File: config.mk
export PLATFORM = sky130hd
export DESIGN_NAME = shadow_atlas_tile_allocator_core_flat
export DESIGN_NICKNAME = d
export VERILOG_FILES = /design/src/design/sata_pkg.sv /design/src/design/sata_req_if.sv /design/src/design/sata_tile_if.sv /design/src/design/sata_front.sv /design/src/design/sata_cmd_queue.sv /design/src/design/sata_back.sv /design/src/design/shadow_atlas_tile_allocator_core.sv /design/src/flat_wrapper.sv
export SDC_FILE = /design/constraint.sdc
export NUM_CORES = 1
export LEC_CHECK = 0
export BUFFER_PORTS_ARGS = -buffer_cell sky130_fd_sc_hd__buf_2
export CAP_MARGIN = 20
export CORE_MARGIN = 2
export CORE_UTILIZATION = 25
export CTS_CLUSTER_DIAMETER = 50
export CTS_CLUSTER_SIZE = 10
export DETAILED_ROUTE_END_ITERATION = 8
export GPL_ROUTABILITY_DRIVEN = 1
export GPL_TIMING_DRIVEN = 0
export PLACE_DENSITY = 0.37
export SLEW_MARGIN = 20
export SYNTH_ARGS = -nofsm -noshare
export SYNTH_HDL_FRONTEND = slang
export SYNTH_SLANG_ARGS = --single-unit
export TNS_END_PERCENT = 30
File: constraint.sdc
create_clock -name clk -period 2.5 [get_ports clk]
set_input_delay 0.75 -clock clk [delete_from_list [all_inputs] [get_ports clk]]
set_output_delay 0.75 -clock clk [all_outputs]
set_load 0.02 [all_outputs]
File: src/design/sata_pkg.sv
// Shared types, widths and constants for the shadow atlas tile allocator.
package sata_pkg;

    // Field widths of the request and tile words.
    localparam int COUNT_W = 6;
    localparam int COORD_W = 15;
    localparam int SIDE_W  = 16;
    localparam int LOG2_W  = 4;

    // Largest supported atlas side, as log2 of texels.
    localparam int MAX_SIDE_LOG2_DEF = 15;

    // Atlas side log2 after reset.
    localparam logic [LOG2_W-1:0] SIDE_LOG2_RESET = 4'd12;

    // Number of request commands queued between front and back.
    localparam int CMD_QUEUE_DEPTH = 2;

    // Counts at or below this are served by the final split.
    localparam logic [COUNT_W-1:0] FINAL_SPLIT_MAX = 6'd4;

    // Tiles handed out per intermediate split.
    localparam logic [COUNT_W-1:0] TILES_PER_SPLIT = 6'd3;

    // What the back end has to do for one request.
    typedef enum logic [1:0] {
        CMD_SINGLE,
        CMD_ERROR,
        CMD_SPLIT
    } sata_cmd_kind_t;

    // One classified request.
    typedef struct packed {
        sata_cmd_kind_t      kind;
        logic [COUNT_W-1:0]  count;
        logic [LOG2_W-1:0]   side_log2;
    } sata_cmd_t;

    // Back end sequencer states.
    typedef enum logic {
        BACK_IDLE,
        BACK_EMIT
    } sata_back_state_t;

endpackage

File: src/design/sata_req_if.sv
// Request channel: one tile count per word.
interface sata_req_if;
    logic                          valid;
    logic                          ready;
    logic [sata_pkg::COUNT_W-1:0]  tile_count;

    modport source (output valid, output tile_count, input ready);
    modport sink (input valid, input tile_count, output ready);
endinterface

File: src/design/sata_tile_if.sv
// Tile channel: one placed tile per word.
interface sata_tile_if;
    logic                          valid;
    logic                          ready;
    logic [sata_pkg::COORD_W-1:0]  tile_x;
    logic [sata_pkg::COORD_W-1:0]  tile_y;
    logic [sata_pkg::SIDE_W-1:0]   tile_side;
    logic                          last_tile;
    logic                          too_many;

    modport source (output valid, output tile_x, output tile_y, output tile_side,
                    output last_tile, output too_many, input ready);
    modport sink (input valid, input tile_x, input tile_y, input tile_side,
                  input last_tile, input too_many, output ready);
endinterface

File: src/design/sata_front.sv
// Front end: accepts request words and classifies them into back end commands.
module sata_front #(
    parameter int MAX_SIDE_LOG2 = sata_pkg::MAX_SIDE_LOG2_DEF
) (
    sata_req_if.sink                   req,
    input  logic [sata_pkg::LOG2_W-1:0] atlas_side_log2,
    input  logic                        cmd_full,
    output logic                        cmd_push,
    output sata_pkg::sata_cmd_t         cmd_data
);

    logic [sata_pkg::LOG2_W-1:0]  side_log2;
    logic [sata_pkg::COUNT_W-1:0] split_limit;
    logic                         accept;

    // Clamp the configured side to the supported maximum.
    assign side_log2 = (atlas_side_log2 > sata_pkg::LOG2_W'(MAX_SIDE_LOG2))
                       ? sata_pkg::LOG2_W'(MAX_SIDE_LOG2) : atlas_side_log2;

    // A depth of d splits places at most 3*d+1 tiles, so the largest
    // count that fits is 3*log2(side)+1.
    assign split_limit = (sata_pkg::COUNT_W'(side_log2) << 1)
                         + sata_pkg::COUNT_W'(side_log2) + sata_pkg::COUNT_W'(1);

    assign req.ready = !cmd_full;
    assign accept    = req.valid && req.ready;

    // A zero count produces nothing, so it is dropped here.
    assign cmd_push = accept && (req.tile_count != '0);

    // Classify the request.
    always_comb
    begin
        cmd_data.count     = req.tile_count;
        cmd_data.side_log2 = side_log2;
        if (req.tile_count == sata_pkg::COUNT_W'(1))
        begin
            cmd_data.kind = sata_pkg::CMD_SINGLE;
        end
        else if (req.tile_count > split_limit)
        begin
            cmd_data.kind = sata_pkg::CMD_ERROR;
        end
        else
        begin
            cmd_data.kind = sata_pkg::CMD_SPLIT;
        end
    end

endmodule

File: src/design/sata_cmd_queue.sv
// Short command queue between the front end and the back end.
module sata_cmd_queue (
    input  logic                clk,
    input  logic                rst_n,
    input  logic                push,
    input  sata_pkg::sata_cmd_t push_data,
    output logic                full,
    input  logic                pop,
    output sata_pkg::sata_cmd_t pop_data,
    output logic                empty
);

    localparam int DEPTH   = sata_pkg::CMD_QUEUE_DEPTH;
    localparam int PTR_W   = (DEPTH > 1) ? $clog2(DEPTH) : 1;
    localparam int COUNT_W = $clog2(DEPTH + 1);

    sata_pkg::sata_cmd_t entry_reg [DEPTH];
    logic [PTR_W-1:0]    wr_ptr_reg;
    logic [PTR_W-1:0]    wr_ptr_next;
    logic [PTR_W-1:0]    rd_ptr_reg;
    logic [PTR_W-1:0]    rd_ptr_next;
    logic [COUNT_W-1:0]  fill_reg;
    logic [COUNT_W-1:0]  fill_next;
    logic                do_push;
    logic                do_pop;

    assign full     = (fill_reg == COUNT_W'(DEPTH));
    assign empty    = (fill_reg == '0);
    assign do_push  = push && !full;
    assign do_pop   = pop && !empty;
    assign pop_data = entry_reg[rd_ptr_reg];

    // Pointer and fill count updates.
    always_comb
    begin
        wr_ptr_next = wr_ptr_reg;
        rd_ptr_next = rd_ptr_reg;
        fill_next   = fill_reg;
        if (do_push)
        begin
            wr_ptr_next = (wr_ptr_reg == PTR_W'(DEPTH - 1)) ? '0 : wr_ptr_reg + PTR_W'(1);
        end
        if (do_pop)
        begin
            rd_ptr_next = (rd_ptr_reg == PTR_W'(DEPTH - 1)) ? '0 : rd_ptr_reg + PTR_W'(1);
        end
        if (do_push && !do_pop)
        begin
            fill_next = fill_reg + COUNT_W'(1);
        end
        else if (do_pop && !do_push)
        begin
            fill_next = fill_reg - COUNT_W'(1);
        end
    end

    always_ff @(posedge clk or negedge rst_n)
    begin
        if (!rst_n)
        begin
            wr_ptr_reg <= '0;
            rd_ptr_reg <= '0;
            fill_reg   <= '0;
        end
        else
        begin
            wr_ptr_reg <= wr_ptr_next;
            rd_ptr_reg <= rd_ptr_next;
            fill_reg   <= fill_next;
        end
    end

    // Entry storage needs no reset.
    always_ff @(posedge clk)
    begin
        if (do_push)
        begin
            entry_reg[wr_ptr_reg] <= push_data;
        end
    end

    // The fill count never passes the queue depth.
    assert property (@(posedge clk) disable iff (!rst_n) fill_reg <= COUNT_W'(DEPTH))
        else $error("command queue overfilled");

endmodule

File: src/design/sata_back.sv
// Back end: walks the split sequence of one command and emits one tile per cycle while the tile channel is not stalled.
module sata_back (
    input  logic                clk,
    input  logic                rst_n,
    input  logic                cmd_empty,
    input  sata_pkg::sata_cmd_t cmd_data,
    output logic                cmd_pop,
    sata_tile_if.source         tile
);

    localparam int COORD_W = sata_pkg::COORD_W;
    localparam int SIDE_W  = sata_pkg::SIDE_W;
    localparam int COUNT_W = sata_pkg::COUNT_W;

    sata_pkg::sata_back_state_t state_reg;
    sata_pkg::sata_back_state_t state_next;
    sata_pkg::sata_cmd_kind_t   kind_reg;
    sata_pkg::sata_cmd_kind_t   kind_next;
    logic [COUNT_W-1:0]         rem_reg;
    logic [COUNT_W-1:0]         rem_next;
    logic [COORD_W-1:0]         org_reg;
    logic [COORD_W-1:0]         org_next;
    logic [SIDE_W-1:0]          side_reg;
    logic [SIDE_W-1:0]          side_next;
    logic [1:0]                 quad_reg;
    logic [1:0]                 quad_next;

    logic                       out_valid_reg;
    logic                       out_valid_next;
    logic [COORD_W-1:0]         out_x_reg;
    logic [COORD_W-1:0]         out_x_next;
    logic [COORD_W-1:0]         out_y_reg;
    logic [COORD_W-1:0]         out_y_next;
    logic [SIDE_W-1:0]          out_side_reg;
    logic [SIDE_W-1:0]          out_side_next;
    logic                       out_last_reg;
    logic                       out_last_next;
    logic                       out_err_reg;
    logic                       out_err_next;

    logic                       load;
    logic [COORD_W-1:0]         half;
    logic                       final_split;
    logic                       split_last;

    // Quadrant size of the current square; the side is at least two in a split.
    assign half        = side_reg[SIDE_W-1:1];
    assign final_split = (rem_reg <= sata_pkg::FINAL_SPLIT_MAX);
    assign split_last  = final_split && (quad_reg == 2'(rem_reg - COUNT_W'(1)));

    // Sequencer: next state and next tile word.
    always_comb
    begin
        state_next     = state_reg;
        kind_next      = kind_reg;
        rem_next       = rem_reg;
        org_next       = org_reg;
        side_next      = side_reg;
        quad_next      = quad_reg;
        cmd_pop        = 1'b0;
        load           = 1'b0;
        out_x_next     = out_x_reg;
        out_y_next     = out_y_reg;
        out_side_next  = out_side_reg;
        out_last_next  = out_last_reg;
        out_err_next   = out_err_reg;
        case (state_reg)
            sata_pkg::BACK_IDLE:
            begin
                if (!cmd_empty)
                begin
                    cmd_pop    = 1'b1;
                    kind_next  = cmd_data.kind;
                    rem_next   = cmd_data.count;
                    org_next   = '0;
                    side_next  = SIDE_W'(1) << cmd_data.side_log2;
                    quad_next  = '0;
                    state_next = sata_pkg::BACK_EMIT;
                end
            end
            sata_pkg::BACK_EMIT:
            begin
                if (!out_valid_reg || tile.ready)
                begin
                    load = 1'b1;
                    case (kind_reg)
                        sata_pkg::CMD_SINGLE:
                        begin
                            out_x_next    = '0;
                            out_y_next    = '0;
                            out_side_next = side_reg;
                            out_last_next = 1'b1;
                            out_err_next  = 1'b0;
                            state_next    = sata_pkg::BACK_IDLE;
                        end
                        sata_pkg::CMD_SPLIT:
                        begin
                            out_x_next    = org_reg + (quad_reg[0] ? half : '0);
                            out_y_next    = org_reg + (quad_reg[1] ? half : '0);
                            out_side_next = SIDE_W'(half);
                            out_last_next = split_last;
                            out_err_next  = 1'b0;
                            if (split_last)
                            begin
                                state_next = sata_pkg::BACK_IDLE;
                            end
                            else if (!final_split && (quad_reg == 2'd2))
                            begin
                                // Bottom-right quadrant becomes the next square.
                                rem_next  = rem_reg - sata_pkg::TILES_PER_SPLIT;
                                org_next  = org_reg + half;
                                side_next = side_reg >> 1;
                                quad_next = '0;
                            end
                            else
                            begin
                                quad_next = quad_reg + 2'd1;
                            end
                        end
                        default:
                        begin
                            // Request too large for the atlas.
                            out_x_next    = '0;
                            out_y_next    = '0;
                            out_side_next = '0;
                            out_last_next = 1'b1;
                            out_err_next  = 1'b1;
                            state_next    = sata_pkg::BACK_IDLE;
                        end
                    endcase
                end
            end
            default:
            begin
                state_next = sata_pkg::BACK_IDLE;
            end
        endcase
    end

    // Output register valid: set on load, cleared once taken.
    always_comb
    begin
        if (load)
        begin
            out_valid_next = 1'b1;
        end
        else if (tile.ready)
        begin
            out_valid_next = 1'b0;
        end
        else
        begin
            out_valid_next = out_valid_reg;
        end
    end

    always_ff @(posedge clk or negedge rst_n)
    begin
        if (!rst_n)
        begin
            state_reg     <= sata_pkg::BACK_IDLE;
            out_valid_reg <= 1'b0;
        end
        else
        begin
            state_reg     <= state_next;
            out_valid_reg <= out_valid_next;
        end
    end

    // Walk registers and tile word need no reset.
    always_ff @(posedge clk)
    begin
        kind_reg     <= kind_next;
        rem_reg      <= rem_next;
        org_reg      <= org_next;
        side_reg     <= side_next;
        quad_reg     <= quad_next;
        out_x_reg    <= out_x_next;
        out_y_reg    <= out_y_next;
        out_side_reg <= out_side_next;
        out_last_reg <= out_last_next;
        out_err_reg  <= out_err_next;
    end

    assign tile.valid     = out_valid_reg;
    assign tile.tile_x    = out_x_reg;
    assign tile.tile_y    = out_y_reg;
    assign tile.tile_side = out_side_reg;
    assign tile.last_tile = out_last_reg;
    assign tile.too_many  = out_err_reg;

    // An error word is always the last of its request and carries no tile.
    assert property (@(posedge clk) disable iff (!rst_n)
        (out_valid_reg && out_err_reg) |-> (out_last_reg && out_side_reg == '0))
        else $error("error word without last mark or with a tile");

    // The bottom-right quadrant is only handed out by a final split of four.
    assert property (@(posedge clk) disable iff (!rst_n)
        (state_reg == sata_pkg::BACK_EMIT && kind_reg == sata_pkg::CMD_SPLIT
         && quad_reg == 2'd3) |-> (rem_reg == sata_pkg::FINAL_SPLIT_MAX))
        else $error("fourth quadrant outside final split");

    // A split never works on a square smaller than two texels.
    assert property (@(posedge clk) disable iff (!rst_n)
        (state_reg == sata_pkg::BACK_EMIT && kind_reg == sata_pkg::CMD_SPLIT)
        |-> (half != '0))
        else $error("split below one texel");

endmodule

File: src/design/shadow_atlas_tile_allocator_core.sv
// Top level of the shadow atlas tile allocator.
//
// A request word on req carries a tile count; the block answers on tile with
// that many square tiles of an atlas whose side is 2^atlas_side_log2 texels,
// the last one marked by last_tile. A count of zero gives no word at all. A
// count the atlas cannot hold gives one word with too_many set, zero fields.
// The side log2 register is written through cfg_wr_en / cfg_wr_data, by the user
// only while no request is in flight, unchecked by the block. Reset loads 12.
//
// The front end classifies a request in the cycle it is accepted and queues
// it (two commands deep). The back end picks up a command in its idle state,
// then emits one tile per cycle from its output register while the tile
// channel is not stalled, and returns to idle after the last tile. A request
// passes the command queue, the idle state and the emit state before its first
// tile is valid. The walk through the split levels goes one quadrant per cycle.
// A stalled tile channel holds the output word and freezes the walk; requests
// are still taken until the command queue is full.
// Reset empties the queue, drops any word in the output register and returns
// the back end to idle.
module shadow_atlas_tile_allocator_core #(
    parameter int MAX_SIDE_LOG2 = sata_pkg::MAX_SIDE_LOG2_DEF
) (
    input  logic                        clk,
    input  logic                        rst_n,
    input  logic                        cfg_wr_en,
    input  logic [sata_pkg::LOG2_W-1:0] cfg_wr_data,
    sata_req_if.sink                    req,
    sata_tile_if.source                 tile
);

    logic [sata_pkg::LOG2_W-1:0] atlas_side_log2_reg;
    logic [sata_pkg::LOG2_W-1:0] atlas_side_log2_next;
    logic                        cmd_push;
    logic                        cmd_pop;
    logic                        cmd_full;
    logic                        cmd_empty;
    sata_pkg::sata_cmd_t         cmd_in;
    sata_pkg::sata_cmd_t         cmd_out;

    // Configuration register.
    assign atlas_side_log2_next = cfg_wr_en ? cfg_wr_data : atlas_side_log2_reg;

    always_ff @(posedge clk or negedge rst_n)
    begin
        if (!rst_n)
        begin
            atlas_side_log2_reg <= sata_pkg::SIDE_LOG2_RESET;
        end
        else
        begin
            atlas_side_log2_reg <= atlas_side_log2_next;
        end
    end

    // Request classification.
    sata_front #(
        .MAX_SIDE_LOG2 (MAX_SIDE_LOG2)
    ) u_front (
        .req             (req),
        .atlas_side_log2 (atlas_side_log2_reg),
        .cmd_full        (cmd_full),
        .cmd_push        (cmd_push),
        .cmd_data        (cmd_in)
    );

    // Command queue between the two halves.
    sata_cmd_queue u_queue (
        .clk       (clk),
        .rst_n     (rst_n),
        .push      (cmd_push),
        .push_data (cmd_in),
        .full      (cmd_full),
        .pop       (cmd_pop),
        .pop_data  (cmd_out),
        .empty     (cmd_empty)
    );

    // Tile sequencer.
    sata_back u_back (
        .clk       (clk),
        .rst_n     (rst_n),
        .cmd_empty (cmd_empty),
        .cmd_data  (cmd_out),
        .cmd_pop   (cmd_pop),
        .tile      (tile)
    );

endmodule
File: src/flat_wrapper.sv
// flat-port wrapper written by rule: the top's interface ports become plain ports
module shadow_atlas_tile_allocator_core_flat 
#(
    parameter int MAX_SIDE_LOG2 = sata_pkg::MAX_SIDE_LOG2_DEF
)
  (clk, rst_n, cfg_wr_en, cfg_wr_data, req_valid, req_tile_count, req_ready, tile_valid, tile_tile_x, tile_tile_y, tile_tile_side, tile_last_tile, tile_too_many, tile_ready);
  sata_req_if req_i ();
  sata_tile_if tile_i ();
  input  logic clk;
  input  logic rst_n;
  input  logic cfg_wr_en;
  input  logic [sata_pkg::LOG2_W-1:0] cfg_wr_data;
  input wire logic [$bits(req_i.valid)-1:0] req_valid;
  input wire logic [$bits(req_i.tile_count)-1:0] req_tile_count;
  output wire logic [$bits(req_i.ready)-1:0] req_ready;
  output wire logic [$bits(tile_i.valid)-1:0] tile_valid;
  output wire logic [$bits(tile_i.tile_x)-1:0] tile_tile_x;
  output wire logic [$bits(tile_i.tile_y)-1:0] tile_tile_y;
  output wire logic [$bits(tile_i.tile_side)-1:0] tile_tile_side;
  output wire logic [$bits(tile_i.last_tile)-1:0] tile_last_tile;
  output wire logic [$bits(tile_i.too_many)-1:0] tile_too_many;
  input wire logic [$bits(tile_i.ready)-1:0] tile_ready;
  assign req_i.valid = req_valid;
  assign req_i.tile_count = req_tile_count;
  assign req_ready = req_i.ready;
  assign tile_valid = tile_i.valid;
  assign tile_tile_x = tile_i.tile_x;
  assign tile_tile_y = tile_i.tile_y;
  assign tile_tile_side = tile_i.tile_side;
  assign tile_last_tile = tile_i.last_tile;
  assign tile_too_many = tile_i.too_many;
  assign tile_i.ready = tile_ready;
  shadow_atlas_tile_allocator_core #(.MAX_SIDE_LOG2(MAX_SIDE_LOG2)) u_core (.clk(clk), .rst_n(rst_n), .cfg_wr_en(cfg_wr_en), .cfg_wr_data(cfg_wr_data), .req(req_i), .tile(tile_i));
endmodule
==> flow_summary_export.csv, run 1 <==
group,metric,value,unit
yosys,synth-simple-area-share,0.162,
yosys,netlist_instances,704,
yosys,ys_seq_area_frac,0.475,
sta,clock_skew,0.00590,ns
routing,viasPerCell,4.78,
floorplanning,die_h,179,um
clock_network,clk_pin_slew,0.07,ns
worst_setup_path,endpoint_kind,"register",
routing,wl_per_cell,17.4,um
clock_network,clkLatencyLatePin,0.42,ns
sta,setup_violations,0,
place,dp.cells,1165,
status,status,"finished clean",
yosys,ys_async_sr_fraction,0.0813,
yosys,synthTopCellsByCount,"edfxtp_1 (113), ha_1 (58), nor2_1 (50), nand2_1 (46), and2_1 (36)",
place,gp_congestion,0.808,
yosys,syn-num-nets,781,
clock_network,cts_buffer_depth,2,
worst_setup_path,r2r_end,"u_core.u_back.tile.tile_y[14]",
final_layout,diodes,0,
global_routing,antenna_found_initial,0,
worst_setup_path,ff2ff_path_depth,11,
sta,min_period,2.48,ns
worst_setup_path,critPathArrivalTime,2.75,ns
yosys,ys_warn_count,0,
worst_setup_path,cp_slowest_cell,"edfxtp_1",
global_routing,grt_usage,0.139,
yosys,yosys.area.top_type,"edfxtp_1",
floorplanning,die_w,179,um
yosys,synth.avg_cell_area,10.9,um^2
yosys,synth_edf_count,113,
yosys,synth_xor_xnor_area_share,0.0251,
floorplanning,start_util,0.253,
yosys,synth_cell_types,74,
yosys,synth_compound_area_frac,0.155,
sta,slew_viol_final,0,
sta,worstMarginPinSlew,0.771,ns
global_routing,grt_max_degree,28,
floorplanning,io_pins,65,
final_layout,fin_nets,896,
global_routing,first_global_vias,5880,
min_path,min_path_type,"in2async",
sta,timing.fmax,403,MHz
routing,ant_nets,0,
clock_network,h-tree-depth,4,
worst_setup_path,crit_family,"compound AO/OA/AOI/OAI gates",
clock_network,cts_buffers,17,
worst_setup_path,path_cells,"buf_8 -> and2_4 -> ha_4 -> inv_2 -> fa_2 -> nor2b_2 -> o31a_1 -> buf_12 -> o22ai_4 -> o31ai_2 -> mux2i_1",
yosys,synth_top_area_frac,0.442,
routing,vias,5867,
yosys,netlist_top_cells_area,"edfxtp_1 (44%), ha_1 (9.4%), mux2i_1 (4.3%), and2_1 (2.9%), dfrtp_1 (2.6%)",
final_layout,syn2layout_area_growth,27.5,%
yosys,ys_ff_latch,123,
worst_setup_path,worst-path-buf-inv,3,
sta,fin_crit_sh,0.994,
global_routing,grt_overflow,0,
worst_setup_path,rrSetupSlack,0.02,ns
sta,hold-worst-slack,0.186,ns
floorplanning,coreArea,30400,um^2
sta,hold_violations,0,
yosys,synth_fa_ha_area_frac,0.105,
place,port_buffers,64,
final_layout,drive_gt1_frac,0.268,
routing,drt_iter0_drc,340,
worst_setup_path,cp_max_fo,5,
place,dp_hpwl,15500,um
floorplanning,die_area,32200,um^2
yosys,synthMuxAreaShare,0.0474,
sta,slew_headroom,0.484,
floorplanning,fp-row-count,64,
routing,firstDrtPassIters,4,
yosys,synth_most_common_cell,"edfxtp_1",
yosys,synth_top_family_by_area,"simple AND/OR/NAND/NOR gates",
worst_setup_path,cp-start-kind,"register",
worst_setup_path,cpPeakStageDelay,0.46,ns
sta,rsz0062_at_grt,"true",
final_layout,largest_register_ffs,24,
global_routing,grt_pass1_wl,33400,um
worst_setup_path,r2r_start,"u_core.u_back.quad_reg[1]",
final_layout,final_cells,1228,
yosys,synth_area,7680,um^2
routing,route.detailed.drc,0,
worst_setup_path,critPathKind,"reg2reg",
routing,wirelength,21400,um
yosys,yosys_most_used_dff,"edfxtp_1",
clock_network,cts_tree,"yes",
run,drv_cap,0,
worst_setup_path,cp_data_required_time,2.76,ns
clock_network,cts.sinks,123,
final_layout,layout.filler_cells,3100,
clock_network,cts_root_buffer,"clkbuf_16",
==> kinds of logic after synthesis <==
family                   count (synthesis)
AND/OR/NAND/NOR                        236
AO/OA/AOI/OAI                          165
flip-flops                             123
adder cells (fa/ha/maj)                 62
buffers and inverters                   60
multiplexers                            36
XOR/XNOR                                22
==> how the worst max path moves through the flow <==
stage	startpoint	end	cells past startpoint
final	u_core.u_back.quad_reg[1]	u_core.u_back.tile.tile_y[14]	11
after global routing	u_core.atlas_side_log2_reg[2]	u_core.u_queue.entry_reg[0][11]	10
after CTS	u_core.u_back.quad_reg[1]	u_core.u_back.tile.tile_y[11]	9
after detailed placement	u_core.u_back.quad_reg[1]	u_core.u_back.tile.tile_y[14]	10
after global placement	u_core.u_back.quad_reg[1]	u_core.u_back.tile.tile_y[14]	10
after floorplan	u_core.u_back.quad_reg[1]	u_core.u_back.tile.tile_y[14]	10
==> cell usage in the layout (no fill, tap or decap), drive strengths merged, types with 16 or more instances in the layout <==
cell type and instances:
nand2 46, clkbuf 30, o21ai 30, inv 43, mux2i 33, a21oi 33, edfxtp 113, buf 108
nor2 50, a21o 16, ha 58, nand2b 20, nor3 18, and2 37
==> final cells by class <==
class                      instances  area, um^2  area share
buffer                            25         133      0.0135
clock buffer                      17         425      0.0434
clock inverter                    15         196      0.0201
inverter                          34         128      0.0130
multi-input combinational        522        4170       0.426
sequential                       123        3650       0.372
tap                              396         495      0.0506
timing repair buffer              96         601      0.0613
==> per-stage QoR <==
stage / setup TNS (ns) / worst slack [ns] / util / area (um^2)
floorplan: 0 / 0.0615 / - / 7680
global placement: -48.25 / -0.792 / 0.279 / 8500
detailed placement: -23.46 / -0.748 / 0.280 / 8520
CTS: -0.0921 / -0.0273 / 0.312 / 9510
global route: -0.491 / -0.0780 / 0.322 / 9790
finish: 0 / 0.0159 / 0.322 / 9790
==> layer usage <==
metal  vias up  GRT usage  routed length [um]
li1       2881          -                   -
met1      2844      0.172                9560
met2       118      0.244               10800
met3        24     0.0208                 606
met4         0     0.0504                 421
met5         -          0                   0
==> worst register-to-register path, cell delays in order, from the launching register on <==
cell and delay [ns]:
edfxtp_1 0.46, buf_8 0.16, and2_4 0.14, ha_4 0.13
inv_2 0.04, fa_2 0.35, nor2b_2 0.15, o31a_1 0.24
buf_12 0.13, o22ai_4 0.06, o31ai_2 0.24, mux2i_1 0.22
==> what timing repair did <==
item,in CTS,in global routing
gates cloned,2,0
hold buffers,0,0
endpoints found under the setup margin,66,60
pin swaps,16,21
buffers inserted,21,10
resized for setup,46,44
Power of run 1 is not shown: default switching activity piles up to over one toggle a cycle in this logic, so the estimate is an artifact.
==> run 2, diff against run 1 <==
--- a/config.mk
+++ b/config.mk
@@ -7,6 +7,8 @@
 export LEC_CHECK = 0
 export BUFFER_PORTS_ARGS = -buffer_cell sky130_fd_sc_hd__buf_2
 export CAP_MARGIN = 20
+export CELL_PAD_IN_SITES_DETAIL_PLACEMENT = 2
+export CELL_PAD_IN_SITES_GLOBAL_PLACEMENT = 2
 export CORE_MARGIN = 2
 export CORE_UTILIZATION = 25
 export CTS_CLUSTER_DIAMETER = 50
@@ -14,7 +16,7 @@
 export DETAILED_ROUTE_END_ITERATION = 8
 export GPL_ROUTABILITY_DRIVEN = 1
 export GPL_TIMING_DRIVEN = 0
-export PLACE_DENSITY = 0.37
+export PLACE_DENSITY = 0.52
 export SLEW_MARGIN = 20
 export SYNTH_ARGS = -nofsm -noshare
 export SYNTH_HDL_FRONTEND = slang
==> run 2 against run 1 <==
Compared with the run above:
- register-to-register slack worse by 0.07 ns
- largest cell class unchanged
- core utilization is 0.49 points higher
- wire length is 16% higher
- final cell count is 0.90% higher
- via count is 2.7% higher
- design area is 1.5% higher
- critical path depth is 1 lower
- global-route usage is 2.0 points higher
- the run now ends with setup timing left
- first-iteration DRC count is 48% lower
==> flow_summary_export.csv, run 2 (same netlist as run 1, synthesis figures left out) <==
group,metric,value,unit
global_routing,first_global_vias,6600,
global_routing,grt_usage,0.159,
routing,viasPerCell,4.86,
floorplanning,coreArea,30400,um^2
sta,worstMarginPinSlew,0.936,ns
clock_network,cts_buffer_depth,2,
worst_setup_path,cp_slowest_cell,"edfxtp_1",
clock_network,cts_root_buffer,"clkbuf_16",
sta,timing.fmax,392,MHz
clock_network,cts_buffers,17,
worst_setup_path,cp_data_required_time,2.67,ns
sta,setup_violations,3,
routing,firstDrtPassIters,4,
place,port_buffers,64,
worst_setup_path,r2r_start,"u_core.u_back.quad_reg[0]",
global_routing,grt_max_degree,27,
final_layout,final_common_cell,"edfxtp_1",
status,status,"finished with violations",
sta,fin_crit_sh,1.02,
worst_setup_path,rrSetupSlack,-0.05,ns
clock_network,cts_tree,"yes",
clock_network,h-tree-depth,4,
status,failed_checks,"setup timing",
worst_setup_path,cp-startpoint,"u_core.u_back.quad_reg[0]",
sta,fin_ws,-0.0518,ns
worst_setup_path,endpoint_kind,"register",
routing,wirelength,24800,um
final_layout,largest_register_ffs,24,
run,drv_cap,0,
worst_setup_path,cp_max_fo,4,
sta,hold_violations,0,
worst_setup_path,crit_family,"compound AO/OA/AOI/OAI gates",
final_layout,syn2layout_area_growth,29.4,%
final_layout,design_area,9940,um^2
floorplanning,fp-row-count,64,
place,place_area,8520,um^2
worst_setup_path,r2r_end,"u_core.u_back.tile.tile_x[14]",
routing,drt_iter0_drc,176,
global_routing,antenna_found_initial,0,
routing,route.detailed.drc,0,
place,dpl_worst_slack,-0.845,ns
clock_network,hold_buffers,0,
floorplanning,die_area,32200,um^2
final_layout,mostFrequentLayoutCells,"edfxtp_1 (113), buf_2 (73), nor2_1 (49)",
routing,ant_nets,0,
sta,rsz0062_at_grt,"true",
worst_setup_path,path_cells,"buf_6 -> and2_4 -> ha_4 -> inv_2 -> fa_2 -> nor2b_4 -> o31a_1 -> a21o_1 -> o32a_1 -> mux2i_1",
worst_setup_path,worst-path-stages,10,
worst_setup_path,worst-path-buf-inv,2,
worst_setup_path,cpPeakStageDelay,0.43,ns
place,dp_hpwl,17900,um
floorplanning,io_pins,65,
routing,vias,6027,
sta,slew_headroom,0.374,
final_layout,drive_gt1_frac,0.291,
sta,slew_viol_final,0,
worst_setup_path,critPathKind,"reg2reg",
floorplanning,start_util,0.253,
worst_setup_path,ff2ff_path_depth,10,
sta,clock_skew,0.00910,ns
place,gp_congestion,0.816,
worst_setup_path,critPathArrivalTime,2.73,ns
clock_network,clk_pin_slew,0.06,ns
final_layout,diodes,0,
clock_network,clkLatencyLatePin,0.43,ns
worst_setup_path,cp-start-kind,"register",
worst_setup_path,crit_end,"u_core.u_back.tile.tile_x[14]",
min_path,min_path_type,"in2async",
global_routing,grt_overflow,0,
floorplanning,die_h,179,um
floorplanning,die_w,179,um
sta,min_period,2.55,ns
global_routing,grt_pass1_wl,38100,um
final_layout,fin_nets,907,
routing,wl_per_cell,20.0,um
clock_network,cts.sinks,123,
## run 2: cell count changes in the layout (fill, tap and decap cells not counted), sizes merged
cell      previous run  this run
bufinv               2         3
clkinv               4         3
clkbuf              30        29
inv                 43        41
clkinvlp             0         1
buf                108       121
## run 2: worst register-to-register path: stages (launching register included)
cell and delay [ns]:
edfxtp_1 0.43, buf_6 0.16, and2_4 0.16, ha_4 0.16
inv_2 0.05, fa_2 0.22, nor2b_4 0.05, o31a_1 0.28
a21o_1 0.22, o32a_1 0.41, mux2i_1 0.14
## run 2: worst min path at each step
stage	from	to	slack [ns]	depth (start not counted)
2_1_floorplan	rst_n	u_core.atlas_side_log2_reg[0]	0.45	0
3_5_place_dp	u_core.u_queue.wr_ptr_reg	u_core.u_queue.wr_ptr_reg	0.49	1
3_3_place_gp	u_core.u_queue.wr_ptr_reg	u_core.u_queue.wr_ptr_reg	0.48	1
4_1_cts	rst_n	u_core.atlas_side_log2_reg[1]	0.15	1
5_1_grt	rst_n	u_core.atlas_side_log2_reg[1]	0.16	1
6_report	rst_n	u_core.atlas_side_log2_reg[1]	0.17	1
## run 2: through the flow
| step | utilization | setup TNS [ns] | instances | hold slack (ns) |
|---|---|---|---|---|
| 6_report | 0.327 | -0.110 | 1239 | 0.166 |
| 5_1_grt | 0.327 | -1.50 | 1239 | 0.162 |
| 4_1_cts | 0.315 | -0.189 | 1222 | 0.153 |
| 3_5_place_dp | 0.280 | -31.73 | 1165 | 0.488 |
| 3_3_place_gp | 0.279 | -54.77 | 1164 | 0.479 |
| 2_1_floorplan | - | 0 | 704 | 0.454 |
## run 2: metal layers
metal,GRT usage,vias up,wire length (um)
li1,-,2885,-
met3,0.0278,33,585
met5,0,-,0
met1,0.190,3035,10800
met4,0.0571,0,571
met2,0.284,74,12900
## run 2: final cells by class
class | instances | area [um^2]
clock buffers | 18 | 429
multi-input cells | 522 | 4240
flip-flops and latches | 123 | 3650
fillers | 3288 | 20500
well taps | 396 | 495
inverters | 34 | 128
plain buffers | 23 | 120
repair buffers | 109 | 693
clock inverters | 14 | 183
## run 2: repair_timing
action / 4_1_cts / 5_1_grt
gates cloned: 2 / 0
pin swaps: 15 / 31
endpoints found under the setup margin: 70 / 44
buffers inserted: 24 / 20
resized for setup: 62 / 45
Power of run 2 is left out for the same reason.
==> run 3, diff against run 2 <==
--- a/config.mk
+++ b/config.mk
@@ -7,16 +7,15 @@
 export LEC_CHECK = 0
 export BUFFER_PORTS_ARGS = -buffer_cell sky130_fd_sc_hd__buf_2
 export CAP_MARGIN = 20
-export CELL_PAD_IN_SITES_DETAIL_PLACEMENT = 2
-export CELL_PAD_IN_SITES_GLOBAL_PLACEMENT = 2
+export CELL_PAD_IN_SITES_DETAIL_PLACEMENT = 1
+export CELL_PAD_IN_SITES_GLOBAL_PLACEMENT = 1
 export CORE_MARGIN = 2
 export CORE_UTILIZATION = 25
-export CTS_CLUSTER_DIAMETER = 50
 export CTS_CLUSTER_SIZE = 10
 export DETAILED_ROUTE_END_ITERATION = 8
 export GPL_ROUTABILITY_DRIVEN = 1
 export GPL_TIMING_DRIVEN = 0
-export PLACE_DENSITY = 0.52
+export PLACE_DENSITY = 0.45
 export SLEW_MARGIN = 20
 export SYNTH_ARGS = -nofsm -noshare
 export SYNTH_HDL_FRONTEND = slang
==> run 3 against run 2 <==
Compared with the run above:
- the run still ends with setup timing left
- core utilization down 0.35 points
- global-route usage down 0.90 points
- final cell count down 0.56%
- wire length down 5.4%
- die area unchanged
- register-to-register slack better by 0.02 ns
- sequential share of layout area up 0.40 points
- worst hold slack better by 0.029 ns
- sequential cell count unchanged
- first-iteration DRC count up 46%
- critical path depth down 1
- setup slack better by 0.022 ns
==> flow_summary_export.csv, run 3 (same netlist as run 1, synthesis figures left out) <==
group,metric,value,unit
clock_network,cts_tree,"yes",
clock_network,hold_buffers,0,
routing,route.detailed.drc,0,
clock_network,cts_buffers,17,
sta,setup_tns,-0.0568,ns
sta,rsz0062_at_grt,"true",
global_routing,grt_pass1_wl,36200,um
global_routing,antenna_found_initial,0,
place,dpl_worst_slack,-0.854,ns
place,dp_hpwl,16800,um
final_layout,drive_gt1_frac,0.278,
global_routing,grt_overflow,0,
global_routing,grt_max_degree,28,
clock_network,clk_pin_slew,0.07,ns
clock_network,h-tree-depth,4,
final_layout,final_common_cell,"edfxtp_1",
worst_setup_path,cp_data_required_time,2.65,ns
final_layout,multi_input_area,4170,um^2
worst_setup_path,r2r_end,"u_core.u_back.tile.tile_y[8]",
floorplanning,die_h,179,um
clock_network,clkLatencyLatePin,0.42,ns
worst_setup_path,ff2ff_path_depth,9,
floorplanning,die_w,179,um
global_routing,first_global_vias,6375,
sta,slew_viol_final,0,
run,drv_cap,0,
routing,wirelength,23400,um
sta,timing.fmax,395,MHz
final_layout,syn2layout_area_growth,28.0,%
routing,drt_iter0_drc,257,
sta,fin_crit_sh,1.01,
place,gp_congestion,0.817,
sta,setup_violations,3,
status,failed_checks,"setup timing",
routing,vias,5947,
min_path,min_path_type,"in2async",
place,port_buffers,64,
floorplanning,die_area,32200,um^2
worst_setup_path,cp-start-kind,"register",
routing,wl_per_cell,19.0,um
sta,slew_headroom,0.473,
floorplanning,start_util,0.253,
sta,fin_ws,-0.0297,ns
worst_setup_path,cp-startpoint,"u_core.u_back.quad_reg[1]",
worst_setup_path,critPathKind,"reg2reg",
clock_network,cts_buffer_depth,2,
worst_setup_path,crit_end,"u_core.u_back.tile.tile_y[8]",
sta,hold_violations,0,
sta,min_period,2.53,ns
sta,hold-worst-slack,0.195,ns
worst_setup_path,endpoint_kind,"register",
sta,clock_skew,0.00989,ns
worst_setup_path,r2r_start,"u_core.u_back.quad_reg[1]",
final_layout,mostFrequentLayoutCells,"edfxtp_1 (113), buf_2 (74), nor2_1 (48)",
clock_network,cts_root_buffer,"clkbuf_16",
final_layout,fin_nets,900,
final_layout,largest_register_ffs,24,
clock_network,cts.sinks,123,
final_layout,diodes,0,
floorplanning,io_pins,65,
final_layout,layout.filler_cells,3389,
final_layout,final_cells,1232,
routing,firstDrtPassIters,4,
sta,worstMarginPinSlew,0.788,ns
status,status,"finished with violations",
global_routing,grt_usage,0.150,
routing,viasPerCell,4.83,
floorplanning,fp-row-count,64,
worst_setup_path,cp_max_fo,7,
routing,ant_nets,0,
worst_setup_path,rrSetupSlack,-0.03,ns
worst_setup_path,critPathArrivalTime,2.68,ns
final_layout,seqCellArea,3650,um^2
place,dp.cells,1165,
floorplanning,coreArea,30400,um^2
==> run 3: cell count changes in the layout (fill, tap and decap cells not counted), moves of 5 or more <==
cell	before	now
buf_4	38	33
ha_2	2	7
and2_4	10	3
and2_1	27	34
==> run 3: worst max-delay path, cell delays in order (launching register included) <==
cell,delay (ns)
edfxtp_1,0.46
buf_4,0.22
and2_1,0.15
ha_1,0.32
nor2b_4,0.15
o31a_1,0.33
buf_6,0.17
o22a_1,0.20
xnor2_1,0.20
nor2_1,0.06
==> run 3: layout make-up <==
class                      count  share of cell area
multi-input combinational    522               0.424
sequential                   123               0.371
timing repair buffer         104              0.0665
tap                          396              0.0504
clock buffer                  17              0.0433
clock inverter                15              0.0202
inverter                      34              0.0130
buffer                        21              0.0115
==> run 3: per-layer routing <==
metal,part of all wire,track usage,vias up
li1,-,-,2879
met2,0.53,0.273,76
met4,0.017,0.0501,0
met1,0.43,0.178,2970
met5,0,0,-
met3,0.021,0.0231,22
==> run 3: how the worst min path moves through the flow <==
stage	start	end	slack (ns)
after CTS	rst_n	u_core.atlas_side_log2_reg[0]	0.18
after global routing	rst_n	u_core.atlas_side_log2_reg[0]	0.19
final	rst_n	u_core.atlas_side_log2_reg[0]	0.19
after detailed placement	u_core.u_queue.wr_ptr_reg	u_core.u_queue.wr_ptr_reg	0.48
after floorplan	rst_n	u_core.atlas_side_log2_reg[0]	0.45
after global placement	u_core.u_queue.wr_ptr_reg	u_core.u_queue.wr_ptr_reg	0.48
==> run 3: what timing repair did <==
item | 4_1_cts | 5_1_grt
pin swaps | 14 | 26
hold endpoints to repair | 0 | 0
buffers inserted | 20 | 18
resized for setup | 43 | 54
gates cloned | 2 | 0
setup endpoints to repair | 69 | 61
==> run 3: stage by stage <==
step,utilization,area [um^2]
3_5_place_dp,0.280,8520
2_1_floorplan,-,7680
5_1_grt,0.323,9830
6_report,0.323,9830
3_3_place_gp,0.279,8500
4_1_cts,0.312,9490
Power of run 3 is left out for the same reason.
